==> config.mk <==
export PLATFORM = sky130hd
export DESIGN_NAME = mesh_triangle_index_generator
export DESIGN_NICKNAME = d
export VERILOG_FILES = /design/src/sv/mtig_pkg.sv /design/src/sv/mesh_triangle_index_generator.sv /design/src/sv/mtig_queue.sv /design/src/sv/mtig_front.sv /design/src/sv/mtig_back.sv
export SDC_FILE = /design/constraint.sdc
export NUM_CORES = 1
export LEC_CHECK = 0
export BUFFER_PORTS_ARGS = -buffer_cell sky130_fd_sc_hd__buf_4
export CAP_MARGIN = 5
export CELL_PAD_IN_SITES_DETAIL_PLACEMENT = 1
export CELL_PAD_IN_SITES_GLOBAL_PLACEMENT = 2
export CORE_MARGIN = 3
export CORE_UTILIZATION = 41
export DETAILED_ROUTE_END_ITERATION = 6
export HOLD_SLACK_MARGIN = 0.12
export PLACE_DENSITY = 0.89
export SYNTH_ARGS = -nofsm -noshare
export SYNTH_HDL_FRONTEND = slang
export SYNTH_SLANG_ARGS = --single-unit
export TNS_END_PERCENT = 20
==> constraint.sdc <==
create_clock -name clk -period 7.62 [get_ports clk]
set_clock_uncertainty 0.15 [all_clocks]
set_input_delay 0 -clock clk [delete_from_list [all_inputs] [get_ports clk]]
set_output_delay 0 -clock clk [all_outputs]
set_load 0.01 [all_outputs]
==> src/sv/mtig_pkg.sv <==
`timescale 1ns / 1ps
// shared types and constants of the mesh triangle index generator
// no dependencies; used by the top level, the front, the back and the bench

package mtig_pkg;

  // configuration field widths and port geometry
  localparam int CFG_W   = 9;
  localparam int ADDR_W  = 5;
  localparam int DATA_W  = 32;
  localparam int ARITH_W = 32;
  localparam int PROD_W  = 2 * CFG_W;

  // depth of the job queue between front and back
  localparam int QUEUE_DEPTH = 4;

  // shape mode codes
  localparam logic [1:0] MODE_GRID = 2'd0;
  localparam logic [1:0] MODE_TUBE = 2'd1;
  localparam logic [1:0] MODE_FAN  = 2'd2;

  // register index codes (byte address bits [4:2])
  localparam logic [2:0] REG_SHAPE_MODE   = 3'd0;
  localparam logic [2:0] REG_COLUMNS      = 3'd1;
  localparam logic [2:0] REG_ROWS         = 3'd2;
  localparam logic [2:0] REG_CLOCKWISE    = 3'd3;
  localparam logic [2:0] REG_TRACK_OFFSET = 3'd4;

  typedef enum logic [1:0] {
    JOB_GRID,
    JOB_SEAM,
    JOB_FAN,
    JOB_EMPTY
  } job_kind_t;

  typedef struct packed {
    logic [1:0]       shape_mode;
    logic [CFG_W-1:0] columns;
    logic [CFG_W-1:0] rows;
    logic             clockwise;
    logic             track_offset;
  } cfg_t;

  // one triangle job handed from the front to the back
  typedef struct packed {
    job_kind_t        kind;
    logic             half;
    logic [CFG_W-1:0] col;
    logic [CFG_W-1:0] row;
    logic [CFG_W-1:0] cols;
    logic             last;
    logic             cw;
  } job_t;

endpackage

==> src/sv/mesh_triangle_index_generator.sv <==
`timescale 1ns / 1ps
// top level of the mesh triangle index generator: config registers,
// front walker, job queue and index back end; uses mtig_pkg and all submodules
//
//  channel   direction  handshake             payload
//  in_       input      in_valid / in_stall   in_action, in_start_offset
//  out_      output     out_valid / out_stall index first/second/third, shape_done,
//                                             empty_shape
//  config    input      psel/penable/pwrite   paddr, pwdata, prdata, pready
//
// one item per cycle while in_stall is low; an emit request's result is written
// into the queue at the edge that takes it, then passes the product stage and
// then the output register
// a load request (action 1) updates the running offset and gives no result
// the front updates the counters as each item is taken; the back needs one
// 9x9 product per triangle, kept in its own stage
// reset (synchronous, rst_n low) clears counters, offset, queue and pipeline
// and loads the register defaults
// in_stall rises only when the four-entry job queue is full; out_stall
// back-pressures the output register, then the product stage, then the queue

module mesh_triangle_index_generator #(
  parameter int MAX_POINTS = 256,
  parameter int INDEX_BITS = 24
) (
  input  logic                          clk,
  input  logic                          rst_n,
  // input channel
  input  logic                          in_valid,
  output logic                          in_stall,
  input  logic                          in_action,
  input  logic [INDEX_BITS-1:0]         in_start_offset,
  // result channel
  output logic                          out_valid,
  input  logic                          out_stall,
  output logic [INDEX_BITS-1:0]         out_index_first,
  output logic [INDEX_BITS-1:0]         out_index_second,
  output logic [INDEX_BITS-1:0]         out_index_third,
  output logic                          out_shape_done,
  output logic                          out_empty_shape,
  // configuration port
  input  logic                          psel,
  input  logic                          penable,
  input  logic                          pwrite,
  input  logic [mtig_pkg::ADDR_W-1:0]   paddr,
  input  logic [mtig_pkg::DATA_W-1:0]   pwdata,
  output logic [mtig_pkg::DATA_W-1:0]   prdata,
  output logic                          pready
);

  localparam int JOB_W = $bits(mtig_pkg::job_t);
  localparam int QW    = JOB_W + INDEX_BITS;
  localparam int CW    = mtig_pkg::CFG_W;
  localparam int DW    = mtig_pkg::DATA_W;

  mtig_pkg::cfg_t cfg_r;
  logic           cfg_wr;
  logic [2:0]     reg_sel;

  // front to queue
  logic                  q_full;
  logic                  push;
  mtig_pkg::job_t        push_job;
  logic [INDEX_BITS-1:0] push_off;

  // queue to back
  logic                  q_valid;
  logic                  pop;
  logic [QW-1:0]         q_data;
  mtig_pkg::job_t        q_job;
  logic [INDEX_BITS-1:0] q_off;

  // register file: writes complete in the access phase, no wait states
  assign pready  = 1'b1;
  assign cfg_wr  = psel && penable && pwrite;
  assign reg_sel = paddr[4:2];

  always_ff @(posedge clk) begin
    if (!rst_n) begin
      cfg_r.shape_mode   <= mtig_pkg::MODE_GRID;
      cfg_r.columns      <= CW'(2);
      cfg_r.rows         <= CW'(2);
      cfg_r.clockwise    <= 1'b1;
      cfg_r.track_offset <= 1'b0;
    end else if (cfg_wr) begin
      case (reg_sel)
        mtig_pkg::REG_SHAPE_MODE:   cfg_r.shape_mode   <= pwdata[1:0];
        mtig_pkg::REG_COLUMNS:      cfg_r.columns      <= pwdata[CW-1:0];
        mtig_pkg::REG_ROWS:         cfg_r.rows         <= pwdata[CW-1:0];
        mtig_pkg::REG_CLOCKWISE:    cfg_r.clockwise    <= pwdata[0];
        mtig_pkg::REG_TRACK_OFFSET: cfg_r.track_offset <= pwdata[0];
        default: begin
        end
      endcase
    end
  end

  // read-back mux, unmapped addresses read zero
  always_comb begin
    case (reg_sel)
      mtig_pkg::REG_SHAPE_MODE:   prdata = DW'(cfg_r.shape_mode);
      mtig_pkg::REG_COLUMNS:      prdata = DW'(cfg_r.columns);
      mtig_pkg::REG_ROWS:         prdata = DW'(cfg_r.rows);
      mtig_pkg::REG_CLOCKWISE:    prdata = DW'(cfg_r.clockwise);
      mtig_pkg::REG_TRACK_OFFSET: prdata = DW'(cfg_r.track_offset);
      default:                    prdata = '0;
    endcase
  end

  // front: classifies each item and advances the shape walk
  mtig_front #(
    .MAX_POINTS (MAX_POINTS),
    .INDEX_BITS (INDEX_BITS)
  ) u_front (
    .clk             (clk),
    .rst_n           (rst_n),
    .cfg             (cfg_r),
    .in_valid        (in_valid),
    .in_action       (in_action),
    .in_start_offset (in_start_offset),
    .in_stall        (in_stall),
    .q_full          (q_full),
    .push            (push),
    .push_job        (push_job),
    .push_off        (push_off)
  );

  // job queue so the walker keeps going while the output is held
  mtig_queue #(
    .WIDTH (QW),
    .DEPTH (mtig_pkg::QUEUE_DEPTH)
  ) u_queue (
    .clk       (clk),
    .rst_n     (rst_n),
    .push      (push),
    .push_data ({push_off, push_job}),
    .full      (q_full),
    .pop       (pop),
    .pop_valid (q_valid),
    .pop_data  (q_data)
  );

  assign q_job = q_data[JOB_W-1:0];
  assign q_off = q_data[QW-1:JOB_W];

  // back: index arithmetic and result register
  mtig_back #(
    .INDEX_BITS (INDEX_BITS)
  ) u_back (
    .clk              (clk),
    .rst_n            (rst_n),
    .q_valid          (q_valid),
    .q_job            (q_job),
    .q_off            (q_off),
    .pop              (pop),
    .out_valid        (out_valid),
    .out_stall        (out_stall),
    .out_index_first  (out_index_first),
    .out_index_second (out_index_second),
    .out_index_third  (out_index_third),
    .out_shape_done   (out_shape_done),
    .out_empty_shape  (out_empty_shape)
  );

endmodule

==> src/sv/mtig_queue.sv <==
`timescale 1ns / 1ps
// small register fifo that decouples the front walker from the index back end
// generic, no package dependency

module mtig_queue #(
  parameter int WIDTH = 1,
  parameter int DEPTH = 4
) (
  input  logic             clk,
  input  logic             rst_n,
  input  logic             push,
  input  logic [WIDTH-1:0] push_data,
  output logic             full,
  input  logic             pop,
  output logic             pop_valid,
  output logic [WIDTH-1:0] pop_data
);

  localparam int PTR_W = (DEPTH > 1) ? $clog2(DEPTH) : 1;
  localparam int CNT_W = $clog2(DEPTH + 1);

  logic [WIDTH-1:0] mem_r [DEPTH];
  logic [PTR_W-1:0] wr_ptr_r;
  logic [PTR_W-1:0] rd_ptr_r;
  logic [CNT_W-1:0] count_r;
  logic [CNT_W-1:0] count_nxt;

  assign full      = (count_r == CNT_W'(DEPTH));
  assign pop_valid = (count_r != '0);
  assign pop_data  = mem_r[rd_ptr_r];

  always_comb begin
    count_nxt = count_r;
    if (push && !pop) begin
      count_nxt = count_r + CNT_W'(1);
    end else if (pop && !push) begin
      count_nxt = count_r - CNT_W'(1);
    end
  end

  always_ff @(posedge clk) begin
    if (!rst_n) begin
      wr_ptr_r <= '0;
      rd_ptr_r <= '0;
      count_r  <= '0;
    end else begin
      count_r <= count_nxt;
      if (push) begin
        wr_ptr_r <= (wr_ptr_r == PTR_W'(DEPTH - 1)) ? '0 : wr_ptr_r + PTR_W'(1);
      end
      if (pop) begin
        rd_ptr_r <= (rd_ptr_r == PTR_W'(DEPTH - 1)) ? '0 : rd_ptr_r + PTR_W'(1);
      end
    end
  end

  always_ff @(posedge clk) begin
    if (push) begin
      mem_r[wr_ptr_r] <= push_data;
    end
  end

  a_no_overflow: assert property (@(posedge clk) disable iff (!rst_n)
    full |-> !push || pop)
    else $error("queue push while full");

  a_no_underflow: assert property (@(posedge clk) disable iff (!rst_n)
    (count_r == '0) |-> !pop)
    else $error("queue pop while empty");

endmodule

==> src/sv/mtig_front.sv <==
`timescale 1ns / 1ps
// front end: accepts items, walks the shape counters and the running offset,
// and queues one triangle job per emit request; uses mtig_pkg

module mtig_front #(
  parameter int MAX_POINTS = 256,
  parameter int INDEX_BITS = 24
) (
  input  logic                  clk,
  input  logic                  rst_n,
  input  mtig_pkg::cfg_t        cfg,
  input  logic                  in_valid,
  input  logic                  in_action,
  input  logic [INDEX_BITS-1:0] in_start_offset,
  output logic                  in_stall,
  input  logic                  q_full,
  output logic                  push,
  output mtig_pkg::job_t        push_job,
  output logic [INDEX_BITS-1:0] push_off
);

  localparam int CW = mtig_pkg::CFG_W;
  localparam int CW_MAX = (1 << CW) - 1;
  localparam logic [CW-1:0] MAX_CLAMP =
    (MAX_POINTS > CW_MAX) ? CW'(CW_MAX) : CW'(MAX_POINTS);

  logic [CW-1:0]         cc_r, cc_nxt;
  logic [CW-1:0]         rc_r, rc_nxt;
  logic                  sh_r, sh_nxt;
  logic                  sp_r, sp_nxt;
  logic [INDEX_BITS-1:0] ro_r, ro_nxt;

  logic [CW-1:0]                   cols_c, rws_c;
  logic                            fan, tube, empty;
  logic                            accept, emit, load;
  logic                            col_end, row_end, last, end_sh, grid_end;
  logic [mtig_pkg::PROD_W-1:0]     area;
  logic [mtig_pkg::ARITH_W-1:0]    vcount;
  logic [INDEX_BITS-1:0]           ro_adv;

  assign cols_c = (cfg.columns > MAX_CLAMP) ? MAX_CLAMP : cfg.columns;
  assign rws_c  = (cfg.rows > MAX_CLAMP) ? MAX_CLAMP : cfg.rows;
  assign fan    = (cfg.shape_mode == mtig_pkg::MODE_FAN);
  assign tube   = (cfg.shape_mode == mtig_pkg::MODE_TUBE);

  always_comb begin
    if (fan) begin
      empty = (cols_c < CW'(2));
    end else if (tube) begin
      empty = (rws_c < CW'(2));
    end else begin
      empty = (cols_c < CW'(2)) || (rws_c < CW'(2));
    end
  end

  // vertex count of the shape, added to the running offset at shape end when tracking
  assign area   = {{CW{1'b0}}, cols_c} * {{CW{1'b0}}, rws_c};
  assign vcount = fan ? mtig_pkg::ARITH_W'(cols_c) + mtig_pkg::ARITH_W'(1)
                      : mtig_pkg::ARITH_W'(area);
  assign ro_adv = ro_r + vcount[INDEX_BITS-1:0];

  assign in_stall = q_full;
  assign accept   = in_valid && !q_full;
  assign emit     = accept && !in_action;
  assign load     = accept && in_action;
  assign push     = emit;
  assign push_off = cfg.track_offset ? ro_r : '0;

  assign col_end = ({1'b0, cc_r} + (CW+1)'(2)) >= {1'b0, cols_c};
  assign row_end = ({1'b0, rc_r} + (CW+1)'(2)) >= {1'b0, rws_c};
  assign grid_end = sh_r && col_end && row_end;

  always_comb begin
    cc_nxt = cc_r;
    rc_nxt = rc_r;
    sh_nxt = sh_r;
    sp_nxt = sp_r;
    ro_nxt = ro_r;
    last   = 1'b0;
    end_sh = 1'b0;
    push_job      = '0;
    push_job.kind = mtig_pkg::JOB_GRID;
    push_job.half = sh_r;
    push_job.col  = cc_r;
    push_job.row  = rc_r;
    push_job.cols = cols_c;
    push_job.cw   = cfg.clockwise;
    if (empty) begin
      push_job.kind = mtig_pkg::JOB_EMPTY;
      last   = 1'b1;
      end_sh = 1'b1;
    end else if (fan) begin
      push_job.kind = mtig_pkg::JOB_FAN;
      cc_nxt = cc_r + CW'(1);
      last   = col_end;
      end_sh = col_end;
    end else if (tube && (sp_r || (cols_c < CW'(2)))) begin
      push_job.kind = mtig_pkg::JOB_SEAM;
      last   = sh_r && row_end;
      end_sh = last;
      if (sh_r) begin
        sh_nxt = 1'b0;
        rc_nxt = rc_r + CW'(1);
      end else begin
        sh_nxt = 1'b1;
      end
    end else begin
      if (sh_r) begin
        sh_nxt = 1'b0;
        if (col_end) begin
          cc_nxt = '0;
          rc_nxt = rc_r + CW'(1);
        end else begin
          cc_nxt = cc_r + CW'(1);
        end
      end else begin
        sh_nxt = 1'b1;
      end
      if (grid_end) begin
        if (tube) begin
          // grid part done, seam triangles follow
          cc_nxt = '0;
          rc_nxt = '0;
          sh_nxt = 1'b0;
          sp_nxt = 1'b1;
        end else begin
          last   = 1'b1;
          end_sh = 1'b1;
        end
      end
    end
    push_job.last = last;
    if (end_sh) begin
      cc_nxt = '0;
      rc_nxt = '0;
      sh_nxt = 1'b0;
      sp_nxt = 1'b0;
      if (cfg.track_offset) begin
        ro_nxt = ro_adv;
      end
    end
    if (!emit) begin
      cc_nxt = cc_r;
      rc_nxt = rc_r;
      sh_nxt = sh_r;
      sp_nxt = sp_r;
      ro_nxt = ro_r;
    end
    if (load) begin
      ro_nxt = in_start_offset;
    end
  end

  always_ff @(posedge clk) begin
    if (!rst_n) begin
      cc_r <= '0;
      rc_r <= '0;
      sh_r <= 1'b0;
      sp_r <= 1'b0;
      ro_r <= '0;
    end else begin
      cc_r <= cc_nxt;
      rc_r <= rc_nxt;
      sh_r <= sh_nxt;
      sp_r <= sp_nxt;
      ro_r <= ro_nxt;
    end
  end

  a_load_keeps_walk: assert property (@(posedge clk) disable iff (!rst_n)
    load |=> $stable(cc_r) && $stable(rc_r) && $stable(sh_r) && $stable(sp_r))
    else $error("offset load disturbed the shape counters");

endmodule

==> src/sv/mtig_back.sv <==
`timescale 1ns / 1ps
// back end: multiplies out the row base, forms the three vertex indices,
// applies winding and offset, and holds the result register; uses mtig_pkg

module mtig_back #(
  parameter int INDEX_BITS = 24
) (
  input  logic                  clk,
  input  logic                  rst_n,
  input  logic                  q_valid,
  input  mtig_pkg::job_t        q_job,
  input  logic [INDEX_BITS-1:0] q_off,
  output logic                  pop,
  output logic                  out_valid,
  input  logic                  out_stall,
  output logic [INDEX_BITS-1:0] out_index_first,
  output logic [INDEX_BITS-1:0] out_index_second,
  output logic [INDEX_BITS-1:0] out_index_third,
  output logic                  out_shape_done,
  output logic                  out_empty_shape
);

  localparam int AW = mtig_pkg::ARITH_W;
  localparam int CW = mtig_pkg::CFG_W;

  // stage a: row base product
  logic                          a_valid_r;
  mtig_pkg::job_t                a_job_r;
  logic [INDEX_BITS-1:0]         a_off_r;
  logic [mtig_pkg::PROD_W-1:0]   a_prod_r;

  // output register
  logic                  out_valid_r;
  logic [INDEX_BITS-1:0] idx0_r, idx1_r, idx2_r;
  logic                  done_r, empty_r;

  logic          a_ready, b_ready;
  logic [AW-1:0] m, colw, w, p, off;
  logic [AW-1:0] ra, rb, rc, fa, fb, fc;

  assign b_ready = !out_valid_r || !out_stall;
  assign a_ready = !a_valid_r || b_ready;
  assign pop     = q_valid && a_ready;

  always_ff @(posedge clk) begin
    if (!rst_n) begin
      a_valid_r <= 1'b0;
    end else if (a_ready) begin
      a_valid_r <= q_valid;
    end
  end

  always_ff @(posedge clk) begin
    if (pop) begin
      a_job_r  <= q_job;
      a_off_r  <= q_off;
      a_prod_r <= {{CW{1'b0}}, q_job.cols} * {{CW{1'b0}}, q_job.row};
    end
  end

  assign m    = AW'(a_prod_r);
  assign colw = AW'(a_job_r.cols);
  assign w    = AW'(a_job_r.col);
  assign p    = m + w;
  assign off  = (a_job_r.kind == mtig_pkg::JOB_EMPTY) ? '0 : AW'(a_off_r);

  always_comb begin
    case (a_job_r.kind)
      mtig_pkg::JOB_GRID: begin
        ra = p;
        rb = a_job_r.half ? p + colw + AW'(1) : p + colw;
        rc = a_job_r.half ? p + AW'(1) : p + colw + AW'(1);
      end
      mtig_pkg::JOB_SEAM: begin
        ra = a_job_r.half ? m + (colw << 1) - AW'(1) : m + colw - AW'(1);
        rb = a_job_r.half ? m + colw : m + (colw << 1) - AW'(1);
        rc = m;
      end
      mtig_pkg::JOB_FAN: begin
        ra = colw;
        rb = w;
        rc = w + AW'(1);
      end
      default: begin
        ra = '0;
        rb = '0;
        rc = '0;
      end
    endcase
    // counter-clockwise winding swaps the last two corners
    fa = ra + off;
    fb = (a_job_r.cw ? rb : rc) + off;
    fc = (a_job_r.cw ? rc : rb) + off;
  end

  always_ff @(posedge clk) begin
    if (!rst_n) begin
      out_valid_r <= 1'b0;
    end else if (b_ready) begin
      out_valid_r <= a_valid_r;
    end
  end

  always_ff @(posedge clk) begin
    if (b_ready && a_valid_r) begin
      idx0_r  <= fa[INDEX_BITS-1:0];
      idx1_r  <= fb[INDEX_BITS-1:0];
      idx2_r  <= fc[INDEX_BITS-1:0];
      done_r  <= a_job_r.last;
      empty_r <= (a_job_r.kind == mtig_pkg::JOB_EMPTY);
    end
  end

  assign out_valid        = out_valid_r;
  assign out_index_first  = idx0_r;
  assign out_index_second = idx1_r;
  assign out_index_third  = idx2_r;
  assign out_shape_done   = done_r;
  assign out_empty_shape  = empty_r;

  a_empty_is_blank: assert property (@(posedge clk) disable iff (!rst_n)
    out_valid_r && empty_r |->
      done_r && (idx0_r == '0) && (idx1_r == '0) && (idx2_r == '0))
    else $error("empty shape result carries indices or misses shape end");

  a_stage_holds: assert property (@(posedge clk) disable iff (!rst_n)
    a_valid_r && !b_ready |=> a_valid_r && $stable(a_job_r) && $stable(a_prod_r))
    else $error("product stage lost its job under back-pressure");

endmodule

; ---- Word level (Yosys, flattened, before mapping)
; Memories as Yosys holds them, arrays and structs flattened. A register that Yosys moved wholly into a read port is not among the register bits.
; Index checks and enable logic that the tools add are counted.
[totals]
ff_bits = 214
ram_bits = 224
memories = 1
wordCells = 186
[mem_list]
columns = name, words, width, read_ports, rd_clocked_by_memory_dff, write_ports, line
row1 = u_queue.mem_r, 4, 56, 1, 1, 1, mtig_queue.sv:22  ; logic [WIDTH-1:0] mem_r [DEPTH];
[op_classes]
eq_ne = 17
mul = 2
n_mux = 67
addsub = 22
n_lt_le_gt_ge = 6
reduce_logical = 43
[op_table]
columns = operator, n
row1 = 2-to-1 mux 24 bit, 13
row2 = case mux 24 bit (3 select lines), 3
row3 = 2-to-1 mux 9 bit, 19
row4 = adder 24 bit, 4
row5 = case mux 9 bit (5 select lines), 1
row6 = subtractor 19 x 1 -> 20 bit (second input constant), 2
row7 = adder 18 x 9 -> 19 bit, 2
row8 = multiplier 9 x 9 -> 18 bit, 2
row9 = adder 24 x 1 -> 24 bit (second input constant), 1
row10 = 2-to-1 mux 1 bit, 23
row11 = adder 19 x 1 -> 20 bit (second input constant), 1
row12 = adder 19 x 9 -> 20 bit, 1
row13 = adder 9 x 1 -> 10 bit (second input constant), 2
row14 = adder 9 x 2 -> 10 bit (second input constant), 2
row15 = greater-or-equal comparator 10 x 9 -> 1 bit, 2
row16 = adder 18 x 10 -> 19 bit, 1
row17 = adder 9 x 1 -> 9 bit (second input constant), 2
row18 = greater-than comparator 9 bit (second input constant), 2
row19 = less-than comparator 9 x 2 -> 1 bit (second input constant), 2
row20 = logical AND 1 bit, 13
row21 = 2-to-1 mux 2 bit, 6
row22 = nonzero test 2 bit, 6
row23 = == test 2 bit (second input constant), 5
row24 = AND reduction 2 bit, 5
row25 = 19 further kinds, 37

; ---- Logic depth before layout (Yosys ltp)
; Gate-level depths: netlist of the first run.
[logic_depth]
depth_word = 12
ltp_mapped = 32

; ---- By module
; A second synthesis of the first run with hierarchy kept.
[hier_totals]
cells_unflattened = 3221
area_unflattened_um2 = 33110.5
[modules_own_cells]
columns = module, area_each_um2, cells_per_inst, n_inst, seq_area_each_um2
row1 = mtig_back, 16525.8, 1844, 1, 4214.0
row2 = mtig_queue, 8574.5, 336, 1, 6906.6
row3 = mtig_front, 6754.0, 894, 1, 880.8
row4 = mesh_triangle_index_generator, 1256.2, 147, 1, 440.4

; ---- Worst setup path after synthesis of the first run
; OpenSTA, ideal clock, no wires.
[synth_path]
path_type = reg2reg
start = register u_back.a_prod_r[0] in the netlist's numbering
end = register u_back.idx2_r[22], in the netlist u_back.out_index_third[22], data pin
required_ns = 7.212
stages_incl_launch_ff = 29
path_buffers = 1
synth_period_minus_slack_ns = 7.043
arrival_ns = 6.636
setup_slack_ns = 0.577
path_cell_list = edfxtp_1 -> ha_1 -> fa_1 -> a21o_1 -> a221oi_1 -> o21ai_0 -> xnor2_1 -> inv_1 -> ha_1 -> a21o_1 -> a2111oi_1 -> or2_1 -> clkbuf_2 -> nand3_1 -> o32a_1 -> a21o_1 -> or4_1 -> mux4_2 -> o31ai_2 -> o2bb2ai_1 -> ha_1 -> a21o_1 -> a21o_1 -> a21oi_1 -> o21ai_0 -> a211o_1 -> a21o_1 -> a21oi_1 -> xnor2_1
[synth_via]
elab_chain_cells = 7
word_cells_on_any_way = 14
classes_between = add/sub (8) / mux (6)
[synth_lines]
columns = element, line
row1 = "start, declared", mtig_back.sv:30  ; logic [mtig_pkg::PROD_W-1:0] a_prod_r;
row2 = "start signal, assigned", mtig_back.sv:57  ; a_prod_r <= {{CW{1'b0}}, q_job.cols} * {{CW{1'b0}}, q_job.row};
row3 = adder 18 x 9 -> 19 bit, mtig_back.sv:64  ; assign p = m + w;
row4 = adder 19 x 9 -> 20 bit, "mtig_back.sv:71, mtig_back.sv:72"
row5 = adder 24 x 1 -> 24 bit, "mtig_back.sv:71, mtig_back.sv:72"
row6 = 2-to-1 mux 24 bit (on tied branches), "mtig_back.sv:71, mtig_back.sv:72"
row7 = case mux 24 bit (3 select lines), mtig_back.sv:68  ; case (a_job_r.kind)
row8 = 2-to-1 mux 24 bit (*), mtig_back.sv:93  ; fc = (a_job_r.cw ? rc : rb) + off;
row9 = adder 24 bit (*), mtig_back.sv:93
row10 = via u_back.fc[22], mtig_back.sv:39  ; logic [AW-1:0] ra, rb, rc, fa, fb, fc;
row11 = "end signal, assigned", mtig_back.sv:108  ; idx2_r <= fc[INDEX_BITS-1:0];
row12 = "end, declared", mtig_back.sv:34  ; logic [INDEX_BITS-1:0] idx0_r, idx1_r, idx2_r;
; Mark *: on every way through the listed nets, which the timed path passes. The rest lies on a longest branch.
; A chain may end at the register's enable or synchronous reset.

==> summary.md, run 1 <==
| Metric | Value |
|---|---|
| Crit start category | flop |
| Register area share after synthesis | 38.5% |
| Clock latency on the worst-skew pair | 0.61 ns |
| CTS tree | yes |
| Post-Syn Area per Cell | 10.0 sq um |
| 1st-pass router iterations | 7 |
| Min Tclk post-route | 7.27 ns |
| Multi-input logic area | 18400 sq um |
| Critical path capture point type | flop |
| Largest net degree at the start of global routing | 74 |
| Via count | 25688 |
| Reg area | 12400 sq um |
| CP max stage cell | fa_1 |
| Sinks on Clock Net | 440 |
| Final count of negative-setup-slack endpoints | 0 |
| Antenna Violating Nets Remaining | 0 |
| Initial antenna violation count | 1 |
| WP data arrival | 7.61 ns |
| Fin crit share | 95.4% |
| Max Freq | 138 MHz |
| CTS max path bufs | 3 |
| CP most frequent cell | a21oi_1 |
| TNS Setup | 0 ns |
| Port bufs | 128 |
| Nets | 3935 |
| Slew at the pin closest to its max-slew limit | 1.03 ns |
| CORE AREA | 77700 sq um |
| Initial core utilization | 41.5% |
| FF+latch count, synth | 440 |
| Max-cap viol count | 0 |
| Distinct cell type count after synthesis | 93 |
| Post-synth EDFFs | 363 |
| Io pins | 178 |
| CTS HTree Levels | 2 |
| Async set-or-reset flop fraction in the synthesized netlist | 0% |
| Share of cells above drive strength 1 | 12.6% |
| DRC viols | 0 |
| Routed wire per std cell | 22.0 um |
| Diodes inserted | 0 |
| Top_reg_cell synth | edfxtp_1 |
| Vias in the first global route | 27611 |
| Vias per cell | 5.61 |
| Post-Syn Area | 32300 sq um |
| Area Overhead vs Synth | 16.8% |
| Hold Path Class | in2reg |
| RePlAce Congestion | 0.889 |
| Reg2reg setup slack | 0.35 ns |
| Die height | 287 um |
| Initial DRC Count | 1488 |
| Drt total wl | 101 mm |
| Die area | 82200 sq um |
| Status | complete, no violations |
| Final Slew Violations | 0 |
| WS Path Type | reg2reg |
| RSZ-0062 raised after global routing | yes |
| Fillers | 8621 |
| Worst-path clk slew | 0.07 ns |
| Mapped Cells | 3214 |
| CP max stage delay | 0.60 ns |
| CP required | 7.96 ns |
| Clock buffer count from CTS | 48 |
| Clock root cell | clkbuf_16 |
| Die Wd | 287 um |
| Yosys warns | 0 |
| Final hold violation count | 0 |
| DP Wirelength | 75.4 mm |
| Row count | 102 |
| Global-route wire length before repair | 158 mm |
| Slew headroom | 30.6% |
| GRT Overall Usage | 24.5% |
| Crit-path max FO | 10 |
| GR Overflow Total | 0 |
## layer usage
metal,global-route usage (%),vias up,routed length [um]
met5,0,-,13
met4,8.38,2,3560
met3,2.42,164,3770
met2,44.4,574,51200
met1,30.3,12915,42200
li1,-,12033,-
## logic make-up after synthesis
| family | after synthesis | synth area share, % |
|---|---|---|
| multiplexers | 95 | 5.20 |
| AND/OR/NAND/NOR | 1005 | 14.8 |
| buffers and inverters | 411 | 5.14 |
| AO/OA/AOI/OAI | 672 | 13.5 |
| flip-flops | 440 | 38.5 |
| adder cells (fa/ha/maj) | 369 | 16.8 |
| other | 2 | 0.0233 |
| XOR/XNOR | 220 | 6.03 |
## flip-flops by register name, summed over array words and instances, names as in the netlist, 9 cells and up, named ones only
signal,cells
u_queue.mem_r,224
u_back.a_off_r,24
u_back.a_prod_r,18
u_front.ro_r,24
u_back.a_job_r,23
u_front.cc_r,9
u_back.out_index_second,24
u_back.out_index_third,24
cfg_r,22
u_back.out_index_first,24
u_front.rc_r,9
## placed cells by master (no fill, tap or decap), types with 64 or more instances in the layout
master | netlist | routed
inv_1 | 271 | 269
buf_4 | 26 | 245
nor2_1 | 249 | 249
dlygate4sd3_1 | 0 | 100
nand3_1 | 71 | 71
ha_1 | 259 | 259
dfxtp_1 | 77 | 73
fa_1 | 109 | 109
edfxtp_1 | 363 | 363
xnor2_1 | 154 | 154
and2_1 | 102 | 98
nand2_1 | 331 | 331
o21ai_0 | 113 | 112
a21oi_1 | 200 | 200
xor2_1 | 65 | 64
## worst paths after layout
check / from / end / cells after the start
max: cfg_r[19]$_SDFFE_PN0P_ / u_front.ro_r[17]$_SDFFE_PN0P_ / 30
min: in_valid / u_front.ro_r[20]$_SDFFE_PN0P_ / 6
max reg2reg: cfg_r[19]$_SDFFE_PN0P_ / u_front.ro_r[17]$_SDFFE_PN0P_ / 30
min reg2reg: u_back.a_job_r[1]$_DFFE_PP_ / u_back.out_shape_done$_DFFE_PP_ / 0
## metrics by stage
stage                     cells  utilization [%]  area (sq um)  setup WS, ns  hold WS [ns]
final                      4578             48.5         37700         0.352         0.134
after global routing       4578             48.5         37700        -0.102         0.155
after CTS                  4573             48.4         37600        0.0455         0.126
after detailed placement   4383             44.9         34900         0.158        0.0960
after global placement     4383             44.9         34900         0.250        0.0960
after floorplan            3236                -         32400         0.577       -0.0260
## synth_stat cells, types with 7 or more instances
cell,instances,share of area [%]
or2_2,10,0.19
o21a_1,33,0.77
clkbuf_1,88,1.0
o22ai_1,25,0.48
a2111oi_0,11,0.30
nand4_1,22,0.43
inv_1,271,3.2
or4_1,12,0.28
a211o_1,7,0.19
o31ai_1,28,0.65
a211oi_1,32,0.74
o211ai_1,20,0.46
buf_4,26,0.60
ha_1,259,10
a21boi_0,18,0.42
xnor2_1,154,4.2
o21bai_1,18,0.42
a21o_1,48,1.1
nand3_1,71,1.1
a22oi_1,12,0.28
nor3_1,58,0.90
dfxtp_1,77,4.8
a21oi_1,200,3.1
or3_1,25,0.48
nand2b_1,21,0.41
o21ai_0,113,1.8
and2_1,102,2.0
nor2b_1,25,0.48
a31oi_1,25,0.48
edfxtp_1,363,34
nor4_1,20,0.39
and3_1,27,0.52
fa_1,109,6.8
nand2_1,331,3.8
nor3b_1,8,0.19
nor2_1,249,2.9
mux2i_1,35,1.1
buf_1,13,0.15
xor2_1,65,1.8
a311oi_1,18,0.49
mux4_2,58,4.0
## repair_timing
| action | 4_1_cts | 5_1_grt |
|---|---|---|
| setup buffers | 0 | 5 |
| hold buffers | 100 | 0 |
| gates resized for setup | 0 | 31 |
| endpoints found under the hold margin | 69 | 0 |
| endpoints found under the setup margin | 0 | 21 |
## critical path, delay by kind of cell, from the launching register on
family	cells	cell delay, ns
AND/OR/NAND/NOR	4	0.71
adder cells (fa/ha/maj)	6	2.54
AO/OA/AOI/OAI	13	2.14
buffers and inverters	5	0.90
flip-flops	1	0.38
XOR/XNOR	2	0.32
## area by class of cell
type                            count  area share (%)
Multi-Input combinational cell   2385            48.8
Sequential cell                   440            33.0
Timing Repair Buffer              345            7.53
Tap cell                         1040            3.45
Clock buffer                       50            3.23
Inverter                          278            2.77
Clock inverter                     40            1.24
Power of run 1 is left out: the tool's default activity adds up to more than one toggle a clock period on the data nets, which glitch-free logic cannot reach.
==> run 2, diff against run 1 <==
--- a/config.mk
+++ b/config.mk
@@ -10,10 +10,10 @@
 export CELL_PAD_IN_SITES_DETAIL_PLACEMENT = 1
 export CELL_PAD_IN_SITES_GLOBAL_PLACEMENT = 2
 export CORE_MARGIN = 3
-export CORE_UTILIZATION = 41
+export CORE_UTILIZATION = 44
 export DETAILED_ROUTE_END_ITERATION = 6
 export HOLD_SLACK_MARGIN = 0.12
-export PLACE_DENSITY = 0.89
+export PLACE_DENSITY = 0.94
 export SYNTH_ARGS = -nofsm -noshare
 export SYNTH_HDL_FRONTEND = slang
 export SYNTH_SLANG_ARGS = --single-unit
==> constraint.sdc (replaced) <==
create_clock -name clk -period 9.1 [get_ports clk]
set_clock_uncertainty 0.15 [all_clocks]
set_input_delay 0 -clock clk [delete_from_list [all_inputs] [get_ports clk]]
set_output_delay 0 -clock clk [all_outputs]
set_load 0.01 [all_outputs]
==> run 2 against run 1 <==
Register-to-register slack better by 0.40 ns; cell area shrank 2.9%; final cell count decreased by 4.2%; non-clock buffer count shrank 102; worst hold slack about the same; critical endpoint is now u_front.ro_r[18]$_SDFFE_PN0P_; largest cell class unchanged.
==> summary.md, run 2 (same netlist as run 1, synthesis figures left out) <==
| Metric | Value |
|---|---|
| Io pins | 178 |
| Max Freq | 120 MHz |
| Critical path capture point type | flop |
| Clock buffer count from CTS | 48 |
| Commonest non-fill, non-tap cell in the layout | edfxtp_1 |
| Max-cap viol count | 0 |
| Row count | 98 |
| Reg area | 12400 sq um |
| Initial DRC Count | 1711 |
| Min Tclk post-route | 8.35 ns |
| Status | complete, no violations |
| Worst Path Buf+Inv | 7 |
| GRT Overall Usage | 26.9% |
| Hold Path Class | in2reg |
| Commonest cells after routing, fill and taps aside | edfxtp_1 (363), nand2_1 (331), inv_1 (269) |
| Antenna Violating Nets Remaining | 0 |
| Sinks on Clock Net | 440 |
| WS Path Type | reg2reg |
| RSZ-0062 raised after global routing | no |
| Die height | 277 um |
| CTS HTree Levels | 2 |
| Diodes inserted | 0 |
| Clock root cell | clkbuf_16 |
| DP Wirelength | 75.4 mm |
| Largest net degree at the start of global routing | 74 |
| Final hold violation count | 0 |
| Port bufs | 128 |
| Crit Reg-Reg Startpoint | cfg_r[19]$_SDFFE_PN0P_ |
| Initial antenna violation count | 1 |
| Global-route wire length before repair | 164 mm |
| Final Slew Violations | 0 |
| Die Wd | 277 um |
| GR Overflow Total | 0 |
| Nets | 3833 |
| CP required | 9.52 ns |
| Top cell family by delay on the critical path | adder cells |
| Final count of negative-setup-slack endpoints | 0 |
| Fillers | 7941 |
| Multi-input logic area | 18300 sq um |
| Vias per cell | 5.93 |
| Slew at the pin closest to its max-slew limit | 1.29 ns |
| Area Overhead vs Synth | 13.4% |
| Top reg by flops | u_queue.mem_r |
| CP max stage cell | dlygate4sd3_1 |
| Routed wire per std cell | 23.6 um |
| WP data arrival | 8.77 ns |
| CP max stage delay | 0.57 ns |
| Slew headroom | 13.2% |
| CTS tree | yes |
| Die area | 76700 sq um |
| Worst-path clk slew | 0.08 ns |
| DRC viols | 0 |
| Crit start category | flop |
| 1st-pass router iterations | 5 |
| Vias in the first global route | 28400 |
| Crit. Startpoint | cfg_r[19]$_SDFFE_PN0P_ |
| Fin crit share | 91.8% |
| CORE AREA | 72100 sq um |
| Initial core utilization | 44.8% |
| TNS Setup | 0 ns |
| Via count | 26024 |
| Drt total wl | 104 mm |
| Share of cells above drive strength 1 | 10.0% |
| Clock latency on the worst-skew pair | 0.63 ns |
| Number of flip-flops under the largest register name | 224 |
| Hold slack | 0.134 ns |
| Crit-path max FO | 11 |
| RePlAce Congestion | 0.914 |
| Worst Min Path Start | in_valid |
| CTS max path bufs | 3 |
## run 2: layout make-up
type                            count  share of cell area [%]
Clock buffer                       62                    3.53
Clock inverter                     27                   0.827
Inverter                          278                    2.87
Multi-Input combinational cell   2385                    50.0
Sequential cell                   440                    34.0
Tap cell                          950                    3.24
Timing Repair Buffer              243                    5.52
## run 2: per-layer routing
layer	GRT usage (%)	vias to the layer above	share of wire, %
met4	10.8	2	4.2
li1	-	11829	-
met2	48.6	713	51
met3	2.91	245	4.2
met1	32.7	13235	41
met5	0	-	0.013
## run 2: what timing repair did
| action | 4_1_cts | 5_1_grt |
|---|---|---|
| buffers inserted | 0 | 2 |
| hold endpoints to repair | 69 | 0 |
| hold buffers | 79 | 0 |
| setup endpoints to repair | 0 | 4 |
| resized for setup | 0 | 8 |
## run 2: path summary, 6_finish.rpt
check | end | slack [ns] | depth (start not counted)
max | u_front.ro_r[18]$_SDFFE_PN0P_ | 0.75 | 30
min | u_front.ro_r[16]$_SDFFE_PN0P_ | 0.13 | 6
min reg2reg | u_back.out_shape_done$_DFFE_PP_ | 0.27 | 0
max reg2reg | u_front.ro_r[18]$_SDFFE_PN0P_ | 0.75 | 30
## run 2: worst reg2reg max path: cells and delay by family, from the launching register on
family                   cells  cell delay [ns]
buffers and inverters        7             1.54
AND/OR/NAND/NOR              5             0.99
AO/OA/AOI/OAI               11             2.27
flip-flops                   1             0.49
adder cells (fa/ha/maj)      6             2.72
XOR/XNOR                     1             0.13
## run 2: through the flow
step / std cells / util [%] / setup WS (ns) / cell area, sq um
finish: 4385 / 50.8 / 0.748 / 36600
floorplan: 3236 / - / 2.06 / 32400
detailed placement: 4215 / 47.4 / 0.777 / 34200
global placement: 4215 / 47.4 / 0.878 / 34200
CTS: 4383 / 50.8 / 0.465 / 36600
global route: 4385 / 50.8 / 0.00974 / 36600
Power of run 2 is left out for the same reason.
